File: config.mk
export PLATFORM = sky130hd
export DESIGN_NAME = modbus_rtu_register_poller
export DESIGN_NICKNAME = d
export VERILOG_FILES = /design/src/rtl/mrp_pkg.sv /design/src/rtl/modbus_rtu_register_poller.sv /design/src/rtl/mrp_fifo.sv /design/src/rtl/mrp_front.sv /design/src/rtl/mrp_back.sv
export SDC_FILE = /design/constraint.sdc
export NUM_CORES = 1
export LEC_CHECK = 0
export ABC_AREA = 1
export BUFFER_PORTS_ARGS = -buffer_cell sky130_fd_sc_hd__buf_4
export CORE_MARGIN = 2
export CORE_UTILIZATION = 56
export CTS_CLUSTER_SIZE = 25
export DETAILED_ROUTE_END_ITERATION = 12
export PLACE_DENSITY = 0.72
export RECOVER_POWER = 50
export SLEW_MARGIN = 20
export SYNTH_ARGS = -nofsm -noshare
export SYNTH_HDL_FRONTEND = slang
export SYNTH_HIERARCHICAL = 1
export SYNTH_SLANG_ARGS = --single-unit
File: constraint.sdc
create_clock -name clk -period 8.9 [get_ports clk]
set_input_delay 1.78 -clock clk [delete_from_list [all_inputs] [get_ports clk]]
set_output_delay 1.78 -clock clk [all_outputs]
set_load 0.1 [all_outputs]
File: src/rtl/mrp_pkg.sv
`timescale 1ns / 1ps

package mrp_pkg;

	// protocol constants
	localparam logic [7:0]  FUNC_READ_HOLDING = 8'h03;
	localparam logic [7:0]  REPLY_BYTE_COUNT  = 8'h02;
	localparam logic [7:0]  QTY_HIGH          = 8'h00;
	localparam logic [7:0]  QTY_LOW           = 8'h01;
	localparam logic [15:0] CRC_INIT          = 16'hFFFF;
	localparam logic [15:0] CRC_POLY          = 16'hA001;

	// byte positions in request and reply
	localparam logic [2:0] TX_CRC_LO_IDX  = 3'd6;
	localparam logic [2:0] TX_LAST_IDX    = 3'd7;
	localparam logic [2:0] RX_LAST_POS    = 3'd6;

	// configuration port
	localparam int CFG_IDX_W  = 8;
	localparam int CFG_DATA_W = 16;
	localparam logic [CFG_IDX_W-1:0] REG_SLAVE_ADDR = 8'd0;
	localparam logic [CFG_IDX_W-1:0] REG_REG_ADDR   = 8'd1;
	localparam logic [7:0]  SLAVE_ADDR_RESET = 8'h01;
	localparam logic [15:0] REG_ADDR_RESET   = 16'h0101;

	// input mode and result kind codes
	localparam logic MODE_POLL    = 1'b0;
	localparam logic MODE_RX      = 1'b1;
	localparam logic KIND_TX      = 1'b0;
	localparam logic KIND_VERDICT = 1'b1;

	typedef enum logic [2:0] {
		ST_OK        = 3'd0,
		ST_BAD_SLAVE = 3'd1,
		ST_BAD_FUNC  = 3'd2,
		ST_BAD_COUNT = 3'd3,
		ST_BAD_CRC   = 3'd4
	} status_t;

	// classified command between front and back
	typedef struct packed {
		logic       poll;
		logic [7:0] data;
		logic [2:0] pos;
	} cmd_t;

	// one result item
	typedef struct packed {
		logic       kind;
		logic [7:0] tx_byte;
		logic       last;
		logic [15:0] reading;
		status_t    status;
	} res_t;

	// fold one byte into a modbus crc
	function automatic logic [15:0] crc_fold(input logic [15:0] crc, input logic [7:0] b);
		logic [15:0] c;
		c = crc ^ {8'h00, b};
		for (int k = 0; k < 8; k++) begin
			c = c[0] ? ((c >> 1) ^ CRC_POLY) : (c >> 1);
		end
		return c;
	endfunction

endpackage

File: src/rtl/modbus_rtu_register_poller.sv
`timescale 1ns / 1ps
// Modbus RTU master that reads one holding register per poll.
// Input queue side: push/full with mode and rx_byte. mode 0 issues a poll,
// mode 1 hands in one received reply byte. Reply bytes with no poll
// outstanding are accepted and dropped.
// Result queue side: empty/pop with kind, tx_byte, last, reading, status.
// A poll yields eight transmit bytes (last on the eighth); the seventh
// reply byte yields one verdict with the reading or the first error.
// Configuration: cfg_valid/cfg_ready with cfg_index (0 slave id,
// 1 register address) and cfg_data; cfg_ready is always high.
// Timing: a front stage classifies each item into a CMD_DEPTH command
// queue; the back end turns a poll into eight bytes, one per cycle while
// the result queue has room, and takes no other command until the last
// byte is out. The first result passes the command queue and result queue
// registers. The back end writes at most a single result per cycle.
// Reset clears all control state and loads the register defaults.
// When pop stays low the result queue fills, the back end holds, and then
// the command queue fills and full rises; nothing is lost.
module modbus_rtu_register_poller
	import mrp_pkg::*;
#(
	parameter int CMD_DEPTH = 4,
	parameter int RES_DEPTH = 2
) (
	input  logic                  clk,
	input  logic                  arst_n,
	input  logic                  push,
	output logic                  full,
	input  logic                  mode,
	input  logic [7:0]            rx_byte,
	output logic                  empty,
	input  logic                  pop,
	output logic                  kind,
	output logic [7:0]            tx_byte,
	output logic                  last,
	output logic [15:0]           reading,
	output logic [2:0]            status,
	input  logic                  cfg_valid,
	output logic                  cfg_ready,
	input  logic [CFG_IDX_W-1:0]  cfg_index,
	input  logic [CFG_DATA_W-1:0] cfg_data
);
	logic [7:0]  slave_addr_q;
	logic [15:0] reg_addr_q;

	logic cmd_full;
	logic cmd_push;
	cmd_t cmd_in;
	logic cmd_empty;
	logic cmd_pop;
	cmd_t cmd_out;
	logic res_full;
	logic res_push;
	res_t res_in;
	res_t res_out;

	assign cfg_ready = 1'b1;

	// configuration registers
	always_ff @(posedge clk or negedge arst_n) begin
		if (!arst_n) begin
			slave_addr_q <= SLAVE_ADDR_RESET;
			reg_addr_q   <= REG_ADDR_RESET;
		end else if (cfg_valid && cfg_ready) begin
			case (cfg_index)
				REG_SLAVE_ADDR: slave_addr_q <= cfg_data[7:0];
				REG_REG_ADDR:   reg_addr_q   <= cfg_data;
				default:        ;
			endcase
		end
	end

	// front: accept and classify
	mrp_front u_front (
		.clk      (clk),
		.arst_n   (arst_n),
		.push     (push),
		.mode     (mode),
		.rx_byte  (rx_byte),
		.full     (full),
		.cmd_full (cmd_full),
		.cmd_push (cmd_push),
		.cmd      (cmd_in)
	);

	// command queue between front and back
	mrp_fifo #(.T(cmd_t), .DEPTH(CMD_DEPTH)) u_cmd_q (
		.clk    (clk),
		.arst_n (arst_n),
		.push   (cmd_push),
		.wdata  (cmd_in),
		.full   (cmd_full),
		.pop    (cmd_pop),
		.rdata  (cmd_out),
		.empty  (cmd_empty)
	);

	// back: request generation and reply checking
	mrp_back u_back (
		.clk        (clk),
		.arst_n     (arst_n),
		.slave_addr (slave_addr_q),
		.reg_addr   (reg_addr_q),
		.cmd_valid  (!cmd_empty),
		.cmd        (cmd_out),
		.cmd_pop    (cmd_pop),
		.res_full   (res_full),
		.res_push   (res_push),
		.res        (res_in)
	);

	// result queue
	mrp_fifo #(.T(res_t), .DEPTH(RES_DEPTH)) u_res_q (
		.clk    (clk),
		.arst_n (arst_n),
		.push   (res_push),
		.wdata  (res_in),
		.full   (res_full),
		.pop    (pop),
		.rdata  (res_out),
		.empty  (empty)
	);

	assign kind    = res_out.kind;
	assign tx_byte = res_out.tx_byte;
	assign last    = res_out.last;
	assign reading = res_out.reading;
	assign status  = res_out.status;

endmodule

File: src/rtl/mrp_fifo.sv
`timescale 1ns / 1ps

module mrp_fifo #(
	parameter type T = logic,
	parameter int DEPTH = 2
) (
	input  logic clk,
	input  logic arst_n,
	input  logic push,
	input  T     wdata,
	output logic full,
	input  logic pop,
	output T     rdata,
	output logic empty
);
	localparam int PW = (DEPTH > 1) ? $clog2(DEPTH) : 1;
	localparam int CW = $clog2(DEPTH + 1);

	T              entry_q [DEPTH];
	logic [PW-1:0] wr_ptr_q;
	logic [PW-1:0] rd_ptr_q;
	logic [CW-1:0] count_q;
	logic          do_wr;
	logic          do_rd;

	assign full  = (count_q == CW'(DEPTH));
	assign empty = (count_q == '0);
	assign do_wr = push && !full;
	assign do_rd = pop && !empty;
	assign rdata = entry_q[rd_ptr_q];

	// pointers and fill count
	always_ff @(posedge clk or negedge arst_n) begin
		if (!arst_n) begin
			wr_ptr_q <= '0;
			rd_ptr_q <= '0;
			count_q  <= '0;
		end else begin
			if (do_wr) begin
				wr_ptr_q <= (wr_ptr_q == PW'(DEPTH - 1)) ? '0 : wr_ptr_q + 1'b1;
			end
			if (do_rd) begin
				rd_ptr_q <= (rd_ptr_q == PW'(DEPTH - 1)) ? '0 : rd_ptr_q + 1'b1;
			end
			if (do_wr && !do_rd) begin
				count_q <= count_q + 1'b1;
			end else if (do_rd && !do_wr) begin
				count_q <= count_q - 1'b1;
			end
		end
	end

	// entry storage
	always_ff @(posedge clk) begin
		if (do_wr) begin
			entry_q[wr_ptr_q] <= wdata;
		end
	end

endmodule

File: src/rtl/mrp_front.sv
`timescale 1ns / 1ps

module mrp_front
	import mrp_pkg::*;
(
	input  logic       clk,
	input  logic       arst_n,
	input  logic       push,
	input  logic       mode,
	input  logic [7:0] rx_byte,
	output logic       full,
	input  logic       cmd_full,
	output logic       cmd_push,
	output cmd_t       cmd
);
	logic       awaiting_q;
	logic [2:0] pos_q;
	logic       accept;
	logic       is_poll;

	assign full    = cmd_full;
	assign accept  = push && !cmd_full;
	assign is_poll = (mode == MODE_POLL);

	// polls always go on, reply bytes only while a poll is outstanding
	assign cmd_push  = accept && (is_poll || awaiting_q);
	assign cmd.poll  = is_poll;
	assign cmd.data  = rx_byte;
	assign cmd.pos   = pos_q;

	// reply tracking: which byte of the reply comes next
	always_ff @(posedge clk or negedge arst_n) begin
		if (!arst_n) begin
			awaiting_q <= 1'b0;
			pos_q      <= '0;
		end else if (accept) begin
			if (is_poll) begin
				awaiting_q <= 1'b1;
				pos_q      <= '0;
			end else if (awaiting_q) begin
				if (pos_q == RX_LAST_POS) begin
					awaiting_q <= 1'b0;
					pos_q      <= '0;
				end else begin
					pos_q <= pos_q + 1'b1;
				end
			end
		end
	end

endmodule

File: src/rtl/mrp_back.sv
`timescale 1ns / 1ps

module mrp_back
	import mrp_pkg::*;
(
	input  logic        clk,
	input  logic        arst_n,
	input  logic [7:0]  slave_addr,
	input  logic [15:0] reg_addr,
	input  logic        cmd_valid,
	input  cmd_t        cmd,
	output logic        cmd_pop,
	input  logic        res_full,
	output logic        res_push,
	output res_t        res
);
	// request sequencer
	logic        tx_active_q;
	logic [2:0]  tx_idx_q;
	logic [15:0] tx_crc_q;
	// reply state
	logic [15:0] rx_crc_q;
	status_t     first_err_q;
	logic [7:0]  val_hi_q;
	logic [7:0]  val_lo_q;
	logic [7:0]  crc_lo_q;

	logic        start_poll;
	logic        doing_tx;
	logic        emit_tx;
	logic [2:0]  cur_idx;
	logic [15:0] crc_in;
	logic [7:0]  tx_b;
	logic        rx_cmd;
	logic        rx_final;
	logic        rx_take;
	status_t     rx_err;
	status_t     verdict;

	assign start_poll = !tx_active_q && cmd_valid && cmd.poll;
	assign doing_tx   = tx_active_q || start_poll;
	assign emit_tx    = doing_tx && !res_full;
	assign cur_idx    = tx_active_q ? tx_idx_q : 3'd0;
	assign crc_in     = tx_active_q ? tx_crc_q : CRC_INIT;

	assign rx_cmd   = !tx_active_q && cmd_valid && !cmd.poll;
	assign rx_final = (cmd.pos == RX_LAST_POS);
	assign rx_take  = rx_cmd && (!rx_final || !res_full);

	assign cmd_pop  = (start_poll && !res_full) || rx_take;

	// request byte for the current position
	always_comb begin
		case (cur_idx)
			3'd0:    tx_b = slave_addr;
			3'd1:    tx_b = FUNC_READ_HOLDING;
			3'd2:    tx_b = reg_addr[15:8];
			3'd3:    tx_b = reg_addr[7:0];
			3'd4:    tx_b = QTY_HIGH;
			3'd5:    tx_b = QTY_LOW;
			3'd6:    tx_b = crc_in[7:0];
			default: tx_b = crc_in[15:8];
		endcase
	end

	// error check of the reply byte at its position
	always_comb begin
		rx_err = ST_OK;
		case (cmd.pos)
			3'd0:    if (cmd.data != slave_addr) rx_err = ST_BAD_SLAVE;
			3'd1:    if (cmd.data != FUNC_READ_HOLDING) rx_err = ST_BAD_FUNC;
			3'd2:    if (cmd.data != REPLY_BYTE_COUNT) rx_err = ST_BAD_COUNT;
			default: rx_err = ST_OK;
		endcase
	end

	// final verdict keeps the first error
	always_comb begin
		verdict = first_err_q;
		if (first_err_q == ST_OK && {cmd.data, crc_lo_q} != rx_crc_q) begin
			verdict = ST_BAD_CRC;
		end
	end

	// result item
	always_comb begin
		res_push = emit_tx || (rx_take && rx_final);
		res      = '0;
		if (doing_tx) begin
			res.kind    = KIND_TX;
			res.tx_byte = tx_b;
			res.last    = (cur_idx == TX_LAST_IDX);
			res.status  = ST_OK;
		end else begin
			res.kind    = KIND_VERDICT;
			res.last    = 1'b1;
			res.status  = verdict;
			res.reading = (verdict == ST_OK) ? {val_hi_q, val_lo_q} : 16'h0000;
		end
	end

	// request sequencer state
	always_ff @(posedge clk or negedge arst_n) begin
		if (!arst_n) begin
			tx_active_q <= 1'b0;
			tx_idx_q    <= '0;
			tx_crc_q    <= CRC_INIT;
		end else if (emit_tx) begin
			tx_active_q <= (cur_idx != TX_LAST_IDX);
			tx_idx_q    <= cur_idx + 1'b1;
			if (cur_idx < TX_CRC_LO_IDX) begin
				tx_crc_q <= crc_fold(crc_in, tx_b);
			end
		end
	end

	// reply state, cleared when a poll starts
	always_ff @(posedge clk or negedge arst_n) begin
		if (!arst_n) begin
			rx_crc_q    <= CRC_INIT;
			first_err_q <= ST_OK;
			val_hi_q    <= '0;
			val_lo_q    <= '0;
			crc_lo_q    <= '0;
		end else if (emit_tx && start_poll) begin
			rx_crc_q    <= CRC_INIT;
			first_err_q <= ST_OK;
			val_hi_q    <= '0;
			val_lo_q    <= '0;
			crc_lo_q    <= '0;
		end else if (rx_take) begin
			if (first_err_q == ST_OK) begin
				first_err_q <= rx_err;
			end
			if (cmd.pos < 3'd5) begin
				rx_crc_q <= crc_fold(rx_crc_q, cmd.data);
			end
			case (cmd.pos)
				3'd3:    val_hi_q <= cmd.data;
				3'd4:    val_lo_q <= cmd.data;
				3'd5:    crc_lo_q <= cmd.data;
				default: ;
			endcase
		end
	end

endmodule

==> results of run 1 <==
cell families after synthesis:
kind of cell	count (synthesis)	synth area share, %
adders and majority gates	12	1.50
DFF	207	54.9
and+or+nand+nor	605	25.5
other	1	0.0357
muxes	6	0.644
buffers and inverters	186	7.99
AOI/OAI and AO/OA	99	5.88
xor gates and xnor gates	43	3.59
through the flow:
step,std cells,setup slack (ps),hold slack (ps)
floorplan,1159,5390,434
global placement,1419,5300,448
detailed placement,1419,5180,451
CTS,1459,4660,467
global route,1459,4140,482
finish,1459,4440,470
sequential cells by signal (all words and copies together) (netlist names), 3 cells and up:
signal and cells:
u_back/tx_crc_q 16, u_res_q/entry_q 58, reg_addr_q 16, u_front/pos_q 3, u_cmd_q/entry_q 48, u_back/val_lo_q 8, u_back/rx_crc_q 16, u_back/tx_idx_q 3
u_back/crc_lo_q 8, slave_addr_q 8, u_cmd_q/count_q 3, u_back/val_hi_q 8
worst max-delay path, cell delays in order (launching register included):
cell	delay [ps]
dfrtp_1	970
inv_1	680
nand2_1	200
nand2_1	80
buf_4	230
per-layer routing:
metal	up-vias	wire length, µm
li1	3826	-
met1	3526	9790
met2	185	9360
met3	40	1010
met4	0	482
met5	-	0
layout make-up:
| type | count | area [µm²] | area share [%] |
|---|---|---|---|
| well taps | 234 | 293 | 2.51 |
| clock inverters | 9 | 83.8 | 0.719 |
| clock buffers | 31 | 619 | 5.31 |
| repair buffers | 73 | 510 | 4.38 |
| inverters | 139 | 523 | 4.49 |
| multi-input cells | 766 | 3870 | 33.2 |
| flip-flops and latches | 207 | 5750 | 49.4 |
worst paths after layout:
path                                         end  slack (ps)  cells after the start
setup / recovery                      reading[8]        4440                      4
hold / removal                u_back/val_hi_q[2]         470                      2
setup reg to reg           u_res_q/entry_q[0][9]        4710                     13
hold reg to reg               u_back/val_hi_q[2]         470                      2
max in group asynchronous     u_back/crc_lo_q[7]        5060                      2
min in group asynchronous         reg_addr_q[12]        2030                      1
Yosys cell counts, drive strengths merged:
master    n  area [µm²]
fa        1        20.0
o31ai     4        35.0
o22ai     2        12.5
a31oi     2        27.5
o211ai   24         180
a41oi     1        8.76
nor3     12        60.1
edfxtp  106        3180
xor2     14         123
nand3b    3        22.5
nor3b     4        30.0
dfstp    35         920
inv     137         514
nor4      2        12.5
xnor2    29         254
ha       11         138
a21oi    26         134
or2       8        50.1
clkbuf   12        48.8
a22oi     2        15.0
a221oi    1        15.0
mux2      6        67.6
nand4    18         113
o21ai    37         189
clkinv    2        8.75
nand2   412        1610
nor2     72         369
nand3    73         405
or3       1        6.26
conb      1        3.75
buf      35         267
dfrtp    66        1650
==> key figures, run 1 <==
Timing
  – Tcrit/Tclk final: 50.1%
  – Setup TNS: 0 ps
  – Worst Max-Slew Pin Slew: 2450 ps
  – Final setup fails: 0
  – Final Max Tran Viols: 44
  – Achievable frequency: 224 MHz
  – RSZ-0062 raised after global routing: false
  – Fin crit period: around 4500 ps
  – Slew margin rel.: -63.6%
  – Worst Skew: 15.3 ps
  – Final hold vios: 0

Placement
  – Port bufs: 68
  – Hpwl dp: around 15 mm
  – Dpl cell area: 11000 µm²
  – GP Congestion: about 0.86

Clock tree
  – Clock Latency Late Sink: 510 ps
  – CTS Buf Count: 22
  – Clk sinks: 207
  – Clock-pin slew on the worst setup and hold paths: roughly 60 ps
  – Post CTS Setup Buffer Count: 0
  – Post-CTS Hold Buffers: 0
  – CTS Buffer Depth: 3
  – PostCTS Resize Cnt: 0
  – CTS tree: yes
  – CTS Root Cell: clkbuf_16
  – CTS H-tree lvls: 1

Die
  – I/O pin count: 70
  – Die Span Y: approximately 140 µm
  – Core area: 18500 µm²
  – Die area: 19800 µm²
  – Site Rows: 50
  – Die Wd: 141 µm
  – Starting Density: 56.6%

GRT
  – Pin count of the biggest net entering global routing: 60
  – Vias in the first global route: 6958
  – First-pass GRT wire length: 34.0 mm
  – GRT met1 Usage: 30.5%
  – GRT Resource Usage Total: 20.9%
  – Initial antenna violation count: 0
  – GR met2 Demand/Resource: 33.3%
  – GRT busiest layer: met2
  – GR Util met3: 2.82%
  – Gr ovfl total: 0

Status
  – Outcome: finished, violations left
  – Failing checks: capacitance limit, slew limit

Setup path
  – Reg2reg start: u_cmd_q/rd_ptr_q[1]
  – Worst Setup Start Kind: register
  – CP Max Fanout: 31
  – CP startpoint: u_res_q/rd_ptr_q
  – CP endpoint kind: output pin
  – Worst Path Arrival: 2680 ps
  – Worst path required time: between 7000 and 8000 ps
  – WS Path Type: reg2out

Min path
  – Hold Path Class: reg2reg
  – Hold Path Origin: u_back/val_hi_q[2]

Cells and area
  – Ant diodes: 0
  – P&R area growth vs syn: 11.1%
  – Nets: 1259
  – FILL cells: 1527
  – Layout cells sized above 1: between 10% and 20%
  – Fin util: 62.9%
  – Most frequent cells in the layout: nand2_1 (395), inv_1 (127), edfxtp_1 (106)
  – Final Cell Area: about 12000 µm²
  – Commonest non-fill, non-tap cell in the layout: nand2_1

Synth
  – Synth warn: 6
  – Yosys cell types: 48
  – Post-synthesis cell area: 10500 µm²
  – Sequential element share of the synthesized area: 54.9%
  – Syn Nets: 1209
  – Post-synthesis cell count: 1159
  – Synth Register Bits: 207
  – Avg Inst Size Synth: 9.05 µm²

Flow run
  – Max_cap viols: 1

Drt
  – Drt pass-1 iters: 5
  – DRT antenna net count: 0
  – Vias after detailed routing: 7577
  – Initial DRC Count: 520
  – Routed wire length: just over 20 mm
  – Post-route DRC: 0
  – Via density per instance: 5.19
  – Wire length per cell: 14.1 µm
Power of run 1 is left out: the tool's default activity adds up to more than one toggle a clock period on the data nets, which glitch-free logic cannot reach.
==> run 2: changes to the inputs <==
--- a/config.mk
+++ b/config.mk
@@ -5,13 +5,13 @@
 export SDC_FILE = /design/constraint.sdc
 export NUM_CORES = 1
 export LEC_CHECK = 0
-export ABC_AREA = 1
+export ABC_AREA = 0
 export BUFFER_PORTS_ARGS = -buffer_cell sky130_fd_sc_hd__buf_4
 export CORE_MARGIN = 2
-export CORE_UTILIZATION = 56
+export CORE_UTILIZATION = 55
 export CTS_CLUSTER_SIZE = 25
 export DETAILED_ROUTE_END_ITERATION = 12
-export PLACE_DENSITY = 0.72
+export PLACE_DENSITY = 0.73
 export RECOVER_POWER = 50
 export SLEW_MARGIN = 20
 export SYNTH_ARGS = -nofsm -noshare
==> constraint.sdc (replaced) <==
create_clock -name clk -period 3.6 [get_ports clk]
set_input_delay 0.72 -clock clk [delete_from_list [all_inputs] [get_ports clk]]
set_output_delay 0.72 -clock clk [all_outputs]
set_load 0.1 [all_outputs]
==> key figures, run 2 <==
Cells and area
  – Post-route insts no fill: 1068
  – Area occupied by multi-input gates: 3910 µm²
  – Nets: 873
  – P&R area growth vs syn: 12.2%
  – Commonest non-fill, non-tap cell in the layout: edfxtp_1
  – Largest regs: u_res_q/entry_q: 58 flops, u_cmd_q/entry_q: 48 flops
  – Layout cells sized above 1: 26.3%
  – Biggest register: u_res_q/entry_q
  – Ant diodes: 0
  – Largest register FFs: slightly below 60
  – FILL cells: 1412
  – Reg area: approximately 5800 µm²
  – Most frequent cells in the layout: edfxtp_1 (106), buf_4 (72), nor2_1 (70)

Setup path
  – CP Max Fanout: 13
  – WS Path Type: reg2reg
  – Reg2reg path depth: 12
  – Worst Setup Start Kind: register
  – CP endpoint kind: register
  – Worst Path Arrival: ~3800 ps
  – Worst R2R Setup Slack: 260 ps
  – Worst path required time: 4020 ps

Drt
  – Post-route DRC: 0
  – Via density per instance: 5.81
  – Wire length per cell: about 19 µm
  – Routed wire length: slightly above 20 mm
  – Initial DRC Count: just over 400
  – Vias after detailed routing: 6203
  – DRT antenna net count: 0
  – Drt pass-1 iters: 5

Placement
  – GP Congestion: between 0.9 and 1
  – Port bufs: approximately 70
  – Hpwl dp: roughly 14 mm
  – Placed cells: 1024

Die
  – Die area: 19600 µm²
  – Site Rows: between 40 and 50
  – Die Wd: 140 µm
  – Starting Density: 56.3%
  – Die Span Y: 140 µm
  – I/O pin count: 70
  – Core area: about 18000 µm²

Timing
  – Slew margin rel.: -73.7%
  – Fin crit period: 3340 ps
  – Achievable frequency: 299 MHz
  – Tcrit/Tclk final: 92.9%
  – Worst Max-Slew Pin Slew: roughly 2600 ps
  – RSZ-0062 raised after global routing: false
  – Final setup fails: 0
  – Final hold vios: 0
  – Worst Skew: slightly below 20 ps
  – Final Max Tran Viols: 70
  – Setup TNS: 0 ps

GRT
  – First-pass GRT wire length: 33.7 mm
  – Gr ovfl total: 0
  – Vias in the first global route: around 6400
  – Pin count of the biggest net entering global routing: 49
  – Initial antenna violation count: 0
  – GRT Resource Usage Total: between 20% and 30%

Synth
  – EDFF count, synth: 106
  – Share of synthesized registers carrying an async set or reset: 48.8%
  – Commonest cells post-synth: edfxtp_1 (106), nor2_1 (71), dfrtp_1 (66)
  – Primary FF master, synth: edfxtp_1
  – Most frequent cell after synthesis: edfxtp_1
  – Sequential element share of the synthesized area: about 57%
  – Avg Inst Size Synth: 13.3 µm²
  – Synth warn: 6
  – Post-synth top area share: 31.4%
  – Largest cells by area after synthesis: edfxtp_1 (31%), dfrtp_1 (16%), dfstp_2 (9.1%), mux2_4 (6.1%), xnor2_1 (3.5%)
  – Post-synthesis cell count: between 700 and 800
  – Area leader, netlist: edfxtp_1
  – Synth Register Bits: 207
  – Yosys cell types: 78
  – Post-synthesis cell area: 10200 µm²
  – Syn Nets: 815

Clock tree
  – Clock Latency Late Sink: a little over 500 ps
  – Clk sinks: between 200 and 250
  – PostCTS Resize Cnt: 0
  – Clock-pin slew on the worst setup and hold paths: 70 ps
  – CTS Buffer Depth: 3
  – CTS Root Cell: clkbuf_16
  – CTS tree: yes
  – Post-CTS Hold Buffers: 0
  – CTS H-tree lvls: 1
  – CTS Buf Count: 22

Min path
  – Hold path cells: 2
  – Hold Path Class: in2reg

Status
  – Outcome: finished, violations left
  – Failing checks: capacitance limit, slew limit

Flow run
  – Max_cap viols: 2
## run 2: changes by cell type after synthesis, sizes merged, moves of 24 or more
| cell | change |
|---|---|
| mux2 | +52 |
| inv | -117 |
| nand2 | -373 |
| and2 | +24 |
| nand3 | -66 |
| mux2i | +28 |
## run 2: path summary, 6_finish.rpt
| kind | start | endpoint |
|---|---|---|
| max | u_back/tx_active_q | u_back/tx_crc_q[0] |
| min | cfg_data[9] | reg_addr_q[9] |
| max reg2reg | u_back/tx_active_q | u_back/tx_crc_q[0] |
| min reg2reg | u_back/tx_crc_q[0] | u_back/tx_crc_q[0] |
| max in group asynchronous | arst_n | u_back/val_lo_q[2] |
| min in group asynchronous | arst_n | slave_addr_q[6] |
## run 2: what timing repair did
action                                  4_1_cts  5_1_grt
endpoints found under the hold margin         0        0
endpoints found under the setup margin        0        1
setup buffers                                 0        4
## run 2: per-layer routing
layer | share of wire, % | wire length (µm) | vias up | GRT usage (%)
li1 | - | - | 2885 | -
met1 | 44 | 9180 | 3097 | 30.2
met2 | 48 | 9930 | 182 | 34.9
met3 | 5.1 | 1050 | 39 | 3.23
met4 | 2.4 | 494 | 0 | 6.37
met5 | 0 | 0 | - | 0
## run 2: through the flow
stage | setup slack (ps) | hold slack [ps] | cell area, µm² | utilization, %
detailed placement | 241 | 471 | 10700 | 59.6
finish | 255 | 426 | 11400 | 63.2
CTS | 236 | 256 | 11500 | 63.8
global placement | 369 | 462 | 10700 | 59.6
floorplan | 78.6 | 424 | 10200 | -
global route | 31.6 | 411 | 11400 | 63.2
## run 2: logic make-up (layout without fill, tap and decap cells)
kind of cell,after synthesis,count (layout),share of synthesized area (%)
flip-flops,207,207,56.7
AND/OR/NAND/NOR,202,202,10.4
AO/OA/AOI/OAI,101,101,7.48
multiplexers,98,98,13.4
buffers and inverters,74,148,4.15
XOR/XNOR,70,70,6.32
adder cells (fa/ha/maj),12,12,1.55
other,1,1,0.0369
## run 2: final cells by class
class                   instances  share of cell area (%)
multi-input cells             484                    34.3
well taps                     229                    2.51
inverters                      20                   0.659
clock buffers                  29                    5.43
flip-flops and latches        207                    50.5
clock inverters                11                    1.23
repair buffers                 88                    5.33
## run 2: critical path, cell delays in order (launching register included)
cell	delay, ps
dfrtp_1	450
nand2_1	140
inv_1	130
ha_1	230
a21boi_2	290
nor2_4	130
buf_4	160
or3_1	380
a221oi_2	320
xor2_1	220
xnor3_2	500
xnor3_1	200
o21ai_1	120
Power of run 2 is left out for the same reason.
